$ cat config.mk
export PLATFORM = sky130hd
export DESIGN_NAME = touch_event_tracker_with_rotation_top
export DESIGN_NICKNAME = d
export VERILOG_FILES = /design/src/design/tewr_pkg.sv /design/src/design/tewr_track.sv /design/src/design/tewr_map.sv /design/src/design/touch_event_tracker_with_rotation_top.sv
export VERILOG_INCLUDE_DIRS = /design/src /design/src/design
export SDC_FILE = /design/constraint.sdc
export NUM_CORES = 1
export LEC_CHECK = 0
export ABC_AREA = 1
export BUFFER_PORTS_ARGS = -buffer_cell sky130_fd_sc_hd__clkbuf_2
export CORE_MARGIN = 2
export CORE_UTILIZATION = 53
export CTS_BUF_LIST = sky130_fd_sc_hd__clkbuf_8
export DETAILED_ROUTE_END_ITERATION = 6
export PLACE_DENSITY = 0.72
export SYNTH_ARGS = -nofsm -noshare
export SYNTH_HDL_FRONTEND = slang
export SYNTH_SLANG_ARGS = --single-unit
$ cat constraint.sdc
create_clock -name clk -period 5 [get_ports clk]
set_input_delay 0.5 -clock clk [delete_from_list [all_inputs] [get_ports clk]]
set_output_delay 0.5 -clock clk [all_outputs]
set_load 0.01 [all_outputs]
$ cat src/design/touch_event_tracker_with_rotation_top_macros.svh
// Assertion macros for the touch event tracker.
`ifndef TOUCH_EVENT_TRACKER_WITH_ROTATION_TOP_MACROS_SVH
`define TOUCH_EVENT_TRACKER_WITH_ROTATION_TOP_MACROS_SVH

`ifndef ASSERT_OFF

// Same-cycle implication, disabled during reset.
`define TEWR_ASSERT_IMP(label, clk, rst_n, ante, cons, msg) \
    label: assert property (@(posedge clk) disable iff (!rst_n) (ante) |-> (cons)) \
        else $error(msg);

// Next-cycle implication, disabled during reset.
`define TEWR_ASSERT_NEXT(label, clk, rst_n, ante, cons, msg) \
    label: assert property (@(posedge clk) disable iff (!rst_n) (ante) |=> (cons)) \
        else $error(msg);

`else

`define TEWR_ASSERT_IMP(label, clk, rst_n, ante, cons, msg)
`define TEWR_ASSERT_NEXT(label, clk, rst_n, ante, cons, msg)

`endif

`endif

$ cat src/design/tewr_pkg.sv
// Shared types and constants for the touch event tracker.
package tewr_pkg;

    localparam int COORD_BITS_DEF = 12;
    localparam int SIZE_W         = 13;
    localparam int CFG_DATA_W     = 13;
    localparam int CFG_INDEX_W    = 2;

    localparam logic [SIZE_W-1:0] PANEL_WIDTH_RST  = 13'd320;
    localparam logic [SIZE_W-1:0] PANEL_HEIGHT_RST = 13'd240;

    typedef enum logic [1:0] {
        KIND_TOUCH = 2'd0,
        KIND_ABS_X = 2'd1,
        KIND_ABS_Y = 2'd2,
        KIND_OTHER = 2'd3
    } kind_t;

    typedef enum logic [1:0] {
        EV_PRESS   = 2'd0,
        EV_MOVE    = 2'd1,
        EV_RELEASE = 2'd2
    } ptr_event_t;

    typedef enum logic [CFG_INDEX_W-1:0] {
        REG_RENDER_TURNS = 2'd0,
        REG_HW_TURNS     = 2'd1,
        REG_PANEL_WIDTH  = 2'd2,
        REG_PANEL_HEIGHT = 2'd3
    } cfg_reg_t;

    // Status of the staged item between tracker and output register
    typedef struct packed {
        logic       valid;
        ptr_event_t ev;
        logic       pressed;
    } tewr_ctl_t;

endpackage

$ cat src/design/tewr_track.sv
// Event tracker: coordinate latches, pressed state and the staged result item.
module tewr_track #(
    parameter int COORD_BITS = tewr_pkg::COORD_BITS_DEF
) (
    input  logic                  clk,
    input  logic                  rst_n,
    input  logic                  accept,
    input  logic                  advance,
    input  logic [1:0]            kind,
    input  logic [COORD_BITS-1:0] value,
    input  logic                  sync_flag,
    output tewr_pkg::tewr_ctl_t   ctl,
    output logic [COORD_BITS-1:0] stage_x,
    output logic [COORD_BITS-1:0] stage_y
);
    import tewr_pkg::*;

    logic [COORD_BITS-1:0] latched_x_reg, latched_x_next;
    logic [COORD_BITS-1:0] latched_y_reg, latched_y_next;
    logic                  pressed_reg, pressed_next;
    logic                  s1_valid_reg, s1_valid_next;
    ptr_event_t            s1_ev_reg, s1_ev_next;
    logic [COORD_BITS-1:0] s1_x_reg, s1_x_next;
    logic [COORD_BITS-1:0] s1_y_reg, s1_y_next;

    logic       touching;
    logic       has_result;
    ptr_event_t ev_now;

    always_comb
    begin
        latched_x_next = latched_x_reg;
        latched_y_next = latched_y_reg;
        pressed_next   = pressed_reg;
        has_result     = 1'b0;
        ev_now         = EV_MOVE;
        touching       = (value != '0);

        if (accept && (kind != KIND_OTHER))
        begin
            case (kind)
                KIND_ABS_X: latched_x_next = value;
                KIND_ABS_Y: latched_y_next = value;
                default:    ;
            endcase
            if (sync_flag)
            begin
                if (!pressed_reg)
                begin
                    if (touching)
                    begin
                        has_result   = 1'b1;
                        ev_now       = EV_PRESS;
                        pressed_next = 1'b1;
                    end
                end
                else if (touching)
                begin
                    has_result = 1'b1;
                    ev_now     = EV_MOVE;
                end
                else
                begin
                    has_result   = 1'b1;
                    ev_now       = EV_RELEASE;
                    pressed_next = 1'b0;
                end
            end
        end
    end

    // Stage holds a result until the output register takes it
    always_comb
    begin
        s1_ev_next = s1_ev_reg;
        s1_x_next  = s1_x_reg;
        s1_y_next  = s1_y_reg;
        if (has_result)
        begin
            s1_valid_next = 1'b1;
            s1_ev_next    = ev_now;
            s1_x_next     = latched_x_next;
            s1_y_next     = latched_y_next;
        end
        else if (advance)
        begin
            s1_valid_next = 1'b0;
        end
        else
        begin
            s1_valid_next = s1_valid_reg;
        end
    end

    always_ff @(posedge clk or negedge rst_n)
    begin
        if (!rst_n)
        begin
            latched_x_reg <= '0;
            latched_y_reg <= '0;
            pressed_reg   <= 1'b0;
            s1_valid_reg  <= 1'b0;
        end
        else
        begin
            latched_x_reg <= latched_x_next;
            latched_y_reg <= latched_y_next;
            pressed_reg   <= pressed_next;
            s1_valid_reg  <= s1_valid_next;
        end
    end

    always_ff @(posedge clk)
    begin
        s1_ev_reg <= s1_ev_next;
        s1_x_reg  <= s1_x_next;
        s1_y_reg  <= s1_y_next;
    end

    assign ctl.valid   = s1_valid_reg;
    assign ctl.ev      = s1_ev_reg;
    assign ctl.pressed = pressed_reg;
    assign stage_x     = s1_x_reg;
    assign stage_y     = s1_y_reg;

endmodule

$ cat src/design/tewr_map.sv
// Configuration registers and the saturate-and-rotate coordinate mapping.
module tewr_map #(
    parameter int COORD_BITS = tewr_pkg::COORD_BITS_DEF
) (
    input  logic                             clk,
    input  logic                             rst_n,
    input  logic                             cfg_we,
    input  logic [tewr_pkg::CFG_INDEX_W-1:0] cfg_index,
    input  logic [tewr_pkg::CFG_DATA_W-1:0]  cfg_data,
    input  logic [COORD_BITS-1:0]            in_x,
    input  logic [COORD_BITS-1:0]            in_y,
    output logic [COORD_BITS-1:0]            out_x,
    output logic [COORD_BITS-1:0]            out_y
);
    import tewr_pkg::*;

    localparam int SW = (COORD_BITS + 1 > SIZE_W) ? COORD_BITS + 1 : SIZE_W;
    localparam logic [SW-1:0] SIZE_LIMIT = {{(SW-1){1'b0}}, 1'b1} << COORD_BITS;
    localparam logic [SW-1:0] SIZE_ONE   = {{(SW-1){1'b0}}, 1'b1};

    logic [1:0]        render_turns_reg, hw_turns_reg;
    logic [SIZE_W-1:0] width_reg, height_reg;

    logic [SW-1:0]         w_ext, h_ext, w_sat, h_sat;
    logic [COORD_BITS-1:0] w_max, h_max, x_sat, y_sat, x_flip, y_flip;
    logic [1:0]            turns;

    always_ff @(posedge clk or negedge rst_n)
    begin
        if (!rst_n)
        begin
            render_turns_reg <= 2'd0;
            hw_turns_reg     <= 2'd0;
            width_reg        <= PANEL_WIDTH_RST;
            height_reg       <= PANEL_HEIGHT_RST;
        end
        else if (cfg_we)
        begin
            case (cfg_index)
                REG_RENDER_TURNS: render_turns_reg <= cfg_data[1:0];
                REG_HW_TURNS:     hw_turns_reg     <= cfg_data[1:0];
                REG_PANEL_WIDTH:  width_reg        <= cfg_data[SIZE_W-1:0];
                REG_PANEL_HEIGHT: height_reg       <= cfg_data[SIZE_W-1:0];
                default:          ;
            endcase
        end
    end

    always_comb
    begin
        w_ext = SW'(width_reg);
        h_ext = SW'(height_reg);
        // zero size counts as one, oversize clamps to the coordinate range
        w_sat = (w_ext == '0) ? SIZE_ONE : ((w_ext > SIZE_LIMIT) ? SIZE_LIMIT : w_ext);
        h_sat = (h_ext == '0) ? SIZE_ONE : ((h_ext > SIZE_LIMIT) ? SIZE_LIMIT : h_ext);
        w_max = COORD_BITS'(w_sat - SIZE_ONE);
        h_max = COORD_BITS'(h_sat - SIZE_ONE);
        x_sat  = (in_x > w_max) ? w_max : in_x;
        y_sat  = (in_y > h_max) ? h_max : in_y;
        x_flip = w_max - x_sat;
        y_flip = h_max - y_sat;
        turns  = render_turns_reg - hw_turns_reg;

        case (turns)
            2'd1:
            begin
                out_x = y_sat;
                out_y = x_flip;
            end
            2'd2:
            begin
                out_x = x_flip;
                out_y = y_flip;
            end
            2'd3:
            begin
                out_x = y_flip;
                out_y = x_sat;
            end
            default:
            begin
                out_x = x_sat;
                out_y = y_sat;
            end
        endcase
    end

endmodule

$ cat src/design/touch_event_tracker_with_rotation_top.sv
// Top level of the touch event tracker with coordinate rotation.
//
//   channel | signals                                        | dir
//   --------+------------------------------------------------+-----
//   in      | in_valid, in_stall, kind, value, sync_flag     | in
//   out     | out_valid, out_stall, pointer_event, logical_x/y | out
//   cfg     | cfg_we, cfg_index, cfg_data                    | in
//
// One item per cycle while in_stall is low. A result passes from the tracker
// stage register to the output register before it appears on the outputs.
// Reset clears latched coordinates and pressed state, config to 0/0/320/240.
// in_stall rises only while both stage and output register are full and
// out_stall is high.
module touch_event_tracker_with_rotation_top #(
    parameter int COORD_BITS = tewr_pkg::COORD_BITS_DEF
) (
    input  logic                             clk,
    input  logic                             rst_n,
    input  logic                             in_valid,
    output logic                             in_stall,
    input  logic [1:0]                       kind,
    input  logic [COORD_BITS-1:0]            value,
    input  logic                             sync_flag,
    output logic                             out_valid,
    input  logic                             out_stall,
    output logic [1:0]                       pointer_event,
    output logic [COORD_BITS-1:0]            logical_x,
    output logic [COORD_BITS-1:0]            logical_y,
    input  logic                             cfg_we,
    input  logic [tewr_pkg::CFG_INDEX_W-1:0] cfg_index,
    input  logic [tewr_pkg::CFG_DATA_W-1:0]  cfg_data
);
    import tewr_pkg::*;

`include "touch_event_tracker_with_rotation_top_macros.svh"

    tewr_ctl_t             ctl;
    logic [COORD_BITS-1:0] stage_x, stage_y, map_x, map_y;
    logic                  accept, advance;

    logic                  out_valid_reg, out_valid_next;
    logic [1:0]            out_ev_reg, out_ev_next;
    logic [COORD_BITS-1:0] out_x_reg, out_x_next;
    logic [COORD_BITS-1:0] out_y_reg, out_y_next;

    assign advance  = !out_valid_reg || !out_stall;
    assign in_stall = ctl.valid && !advance;
    assign accept   = in_valid && !in_stall;

    tewr_track #(
        .COORD_BITS (COORD_BITS)
    ) u_track (
        .clk       (clk),
        .rst_n     (rst_n),
        .accept    (accept),
        .advance   (advance),
        .kind      (kind),
        .value     (value),
        .sync_flag (sync_flag),
        .ctl       (ctl),
        .stage_x   (stage_x),
        .stage_y   (stage_y)
    );

    tewr_map #(
        .COORD_BITS (COORD_BITS)
    ) u_map (
        .clk       (clk),
        .rst_n     (rst_n),
        .cfg_we    (cfg_we),
        .cfg_index (cfg_index),
        .cfg_data  (cfg_data),
        .in_x      (stage_x),
        .in_y      (stage_y),
        .out_x     (map_x),
        .out_y     (map_y)
    );

    always_comb
    begin
        out_valid_next = out_valid_reg;
        out_ev_next    = out_ev_reg;
        out_x_next     = out_x_reg;
        out_y_next     = out_y_reg;
        if (advance)
        begin
            out_valid_next = ctl.valid;
            out_ev_next    = ctl.ev;
            out_x_next     = map_x;
            out_y_next     = map_y;
        end
    end

    always_ff @(posedge clk or negedge rst_n)
    begin
        if (!rst_n)
        begin
            out_valid_reg <= 1'b0;
        end
        else
        begin
            out_valid_reg <= out_valid_next;
        end
    end

    always_ff @(posedge clk)
    begin
        out_ev_reg <= out_ev_next;
        out_x_reg  <= out_x_next;
        out_y_reg  <= out_y_next;
    end

    assign out_valid     = out_valid_reg;
    assign pointer_event = out_ev_reg;
    assign logical_x     = out_x_reg;
    assign logical_y     = out_y_reg;

    `TEWR_ASSERT_IMP(a_stall_only_when_full, clk, rst_n, in_stall,
        ctl.valid && out_valid_reg && out_stall, "input stalled with room downstream")
    `TEWR_ASSERT_IMP(a_press_sets_state, clk, rst_n, ctl.valid && (ctl.ev == EV_PRESS),
        ctl.pressed, "staged press without pressed state")
    `TEWR_ASSERT_IMP(a_release_clears_state, clk, rst_n,
        ctl.valid && (ctl.ev == EV_RELEASE), !ctl.pressed,
        "staged release with pressed state still set")
    `TEWR_ASSERT_NEXT(a_stage_drains, clk, rst_n, ctl.valid && advance && !accept,
        !ctl.valid, "staged item not released after transfer")

endmodule

==> flow_metrics.tcl <==
set metrics [dict create \
    synth-xor-area-share_pct 1.97 \
    syn2layout_area_growth_pct 10.6 \
    p_per_area_nw_per_um2 516 \
    vias 6821 \
    cp-end-kind "flip-flop" \
    clkSlewWorstSetupHoldPaths_ns 0.11 \
    worst_slack_ns 0.259 \
    wire_per_inst_um 14.9 \
    power.total_uw 4320 \
    max_freq_mhz 211 \
    synthArstFlopShare_pct 52.3 \
    grt_first_pass_wirelength_mm 30.2 \
    dp.cells 1252 \
    fill_cells 1316 \
    dp_hpwl_mm 15.3 \
    min_period_ns 4.74 \
    crit_fanout 37 \
    start_util_pct 54.3 \
    drc 0 \
    synth_mux_area_share_pct 0 \
    clock-root-buffer "clkbuf_8" \
    stdcell_count 1279 \
    tightest_slew_ns 1.10 \
    die_w_um 124 \
    ant_nets 0 \
    syn_nets 1092 \
    yosysTopAreaCellShare_pct 20.6 \
    antenna_cells 0 \
    power.leakage_uw 0.00431 \
    antenna_found_initial 0 \
    synth_area_um2 7570 \
    final_max_slew_viol_count 0 \
    synth.distinct_cells 48 \
    cts_tree "yes" \
    dieArea_um2 15300 \
    synth_compound_area_share_pct 11.3 \
    peakVddDrop_v 0.000222 \
    synth_simple_gate_area_share_pct 31.9 \
    yosysTopAreaCell "edfxtp_1" \
    worstPathArrival_ns 4.87 \
    clock_latency_ns 0.39 \
    path_delay_family "simple AND/OR/NAND/NOR gates" \
    synthFlopType "edfxtp_1" \
    worst_path_largest_cell_delay_ns 0.46 \
    drt-vias-per-instance 5.33 \
    dr.pass1.iters 5 \
    critPathKind "reg -> reg" \
    synth_top_family_by_area "simple AND/OR/NAND/NOR gates" \
    cts_made_buffers 9 \
    relSlewSlack_pct 26.8 \
    clockBufferDepth 2 \
    path_cells "nor2_1 -> nand2_1 -> nor2_2 -> nand2_2 -> nand2_4 -> nand2_2 -> ha_1 -> nand3_1 -> xor2_1 -> ha_1 -> nand3_1 -> nor2_2 -> nand4_1 -> nand2_8 -> inv_1 -> o21ai_0 -> ha_1 -> inv_1 -> o21ai_0 -> a21oi_1 -> nand4_1 -> nand3_1 -> nand4_1" \
    synth_edf_count 52 \
    rows 43 \
    synth-seq-area-share_pct 39.6 \
    crit_buf_inv 2 \
    synth_warnings 0 \
    synthTopCellsByArea "edfxtp_1, dfrtp_1, nand2_1" \
    status "completed" \
    grt_usage_pct 26.2 \
    maxCapViolCount 0 \
    num-nets-final 1163 \
    wl_mm 19.1 \
    hold_viol 0 \
    first_iter_violations 515 \
    post-route-util_pct 60.1 \
    crit_slowest_cell "dfrtp_1" \
    cts.sinks 109 \
    gp_congestion 0.938 \
    die_h_um 124 \
    ios 63 \
    finClkSkew_ns 0.0137 \
    coreArea_um2 13900 \
    grt_max_degree 58 \
    dpl_worst_slack_ns 0.187 \
    synth_fa_ha_area_share_pct 5.62 \
    worstPathRequired_ns 5.13 \
    hold_buffers 0 \
    syn_inst 1023 \
    grt_pass1_vias 5905 \
    drive_above_1_share_pct 15.8 \
    setup_violations 0 \
    htreeDepth 3 \
    ys_ff_latch 109 \
    fin_hold_ws_ns 0.235 \
    numPortBuffers 62 \
    synth.avg_cell_area_um2 7.40 \
    cp-start-kind "flip-flop" \
    period_share_pct 94.8 \
    grt.overflow.total 0 \
    hold_path.class "in -> async" \
]
## area by class of cell
cell class | instances | area [µm²] | share of cell area (%)
inverters | 165 | 623 | 7.44
multi-input cells | 728 | 3890 | 46.5
well taps | 180 | 225 | 2.69
clock inverters | 7 | 52.6 | 0.628
repair buffers | 81 | 460 | 5.50
flip-flops and latches | 109 | 3000 | 35.8
clock buffers | 9 | 124 | 1.48
## path summary, 6_finish.rpt
path                                       from                       end  slack [ns]  depth (start not counted)
hold / removal                            rst_n           u_map.w_ext[10]        0.23                          2
min in group clk                    cfg_data[8]            u_map.w_ext[8]        0.32                          3
setup / recovery                 u_map.w_ext[5]             logical_x[11]        0.26                         23
hold reg to reg            u_track.s1_ev_reg[0]          pointer_event[0]        0.43                          0
setup reg to reg                 u_map.w_ext[5]             logical_x[11]        0.26                         23
max in group asynchronous                 rst_n  u_track.latched_x_reg[5]        4.29                          2
## power breakdown
part           internal, µW  switching [µW]  leakage [µW]
registers              1200             102       0.00121
logic                   864            1650       0.00301
clock network           185             315     0.0000943
## layout by cell type (no fill, tap or decap), types with 30 or more instances in the layout
master | netlist | routed
edfxtp_1 | 52 | 52
clkbuf_2 | 0 | 62
ha_1 | 34 | 34
nand2_1 | 272 | 272
o21ai_0 | 102 | 97
nand4_1 | 30 | 30
inv_1 | 158 | 159
nor2_1 | 70 | 67
dfrtp_1 | 51 | 51
nand3_1 | 83 | 83
## per-stage QoR
step                cell area (µm²)  TNS (ns)
finish                         8370         0
global route                   8370    -0.140
CTS                            8240         0
detailed placement             8070         0
global placement               8070         0
floorplan                      7570         0
## logic make-up after synthesis
logic type                 count (synthesis)
buffers and inverters                    187
AOI/OAI and AO/OA                        154
and+or+nand+nor                          522
xor gates and xnor gates                  17
DFF                                      109
adders and majority gates                 34
## Yosys cell counts, types with 2 or more instances
master      n
a21oi_1    21
a31oi_1     2
buf_6       3
clkbuf_1   16
dfrtp_1    51
dfstp_2     6
edfxtp_1   52
ha_1       34
inv_1     158
inv_2       7
nand2_1   272
nand2_2    19
nand2_4     3
nand3_1    83
nand3_2    17
nand3b_1    8
nand3b_2    2
nand4_1    30
nor2_1     70
nor2_2      9
nor2_4      3
nor3_1      2
o21a_1      2
o21ai_0   102
o21ai_1     3
o21bai_1    6
o21bai_2    2
o22ai_1     5
xnor2_1     8
xor2_1      9
## worst reg2reg max path, stage by stage, from the launching register on
cell     delay [ns]
dfrtp_1        0.46
nor2_1         0.13
nand2_1        0.06
nor2_2         0.13
nand2_2        0.07
nand2_4        0.15
nand2_2        0.12
ha_1           0.28
nand3_1        0.13
xor2_1         0.35
ha_1           0.20
nand3_1        0.10
nor2_2         0.13
nand4_1        0.22
nand2_8        0.26
inv_1          0.10
o21ai_0        0.24
ha_1           0.34
inv_1          0.17
o21ai_0        0.15
a21oi_1        0.24
nand4_1        0.20
nand3_1        0.15
nand4_1        0.10
## routing by layer
layer | up-vias | routed length (µm) | track usage (%)
met5 | - | 0 | 0
met4 | 0 | 595 | 10.6
met3 | 34 | 1070 | 2.81
met2 | 207 | 8740 | 41.4
met1 | 3101 | 8680 | 36.9
li1 | 3479 | - | -
## timing repair
item / in CTS / in global routing
setup buffers: 0 / 10
setup endpoints to repair: 0 / 21
resized for setup: 0 / 15
Power figures use the tool's default switching activity.
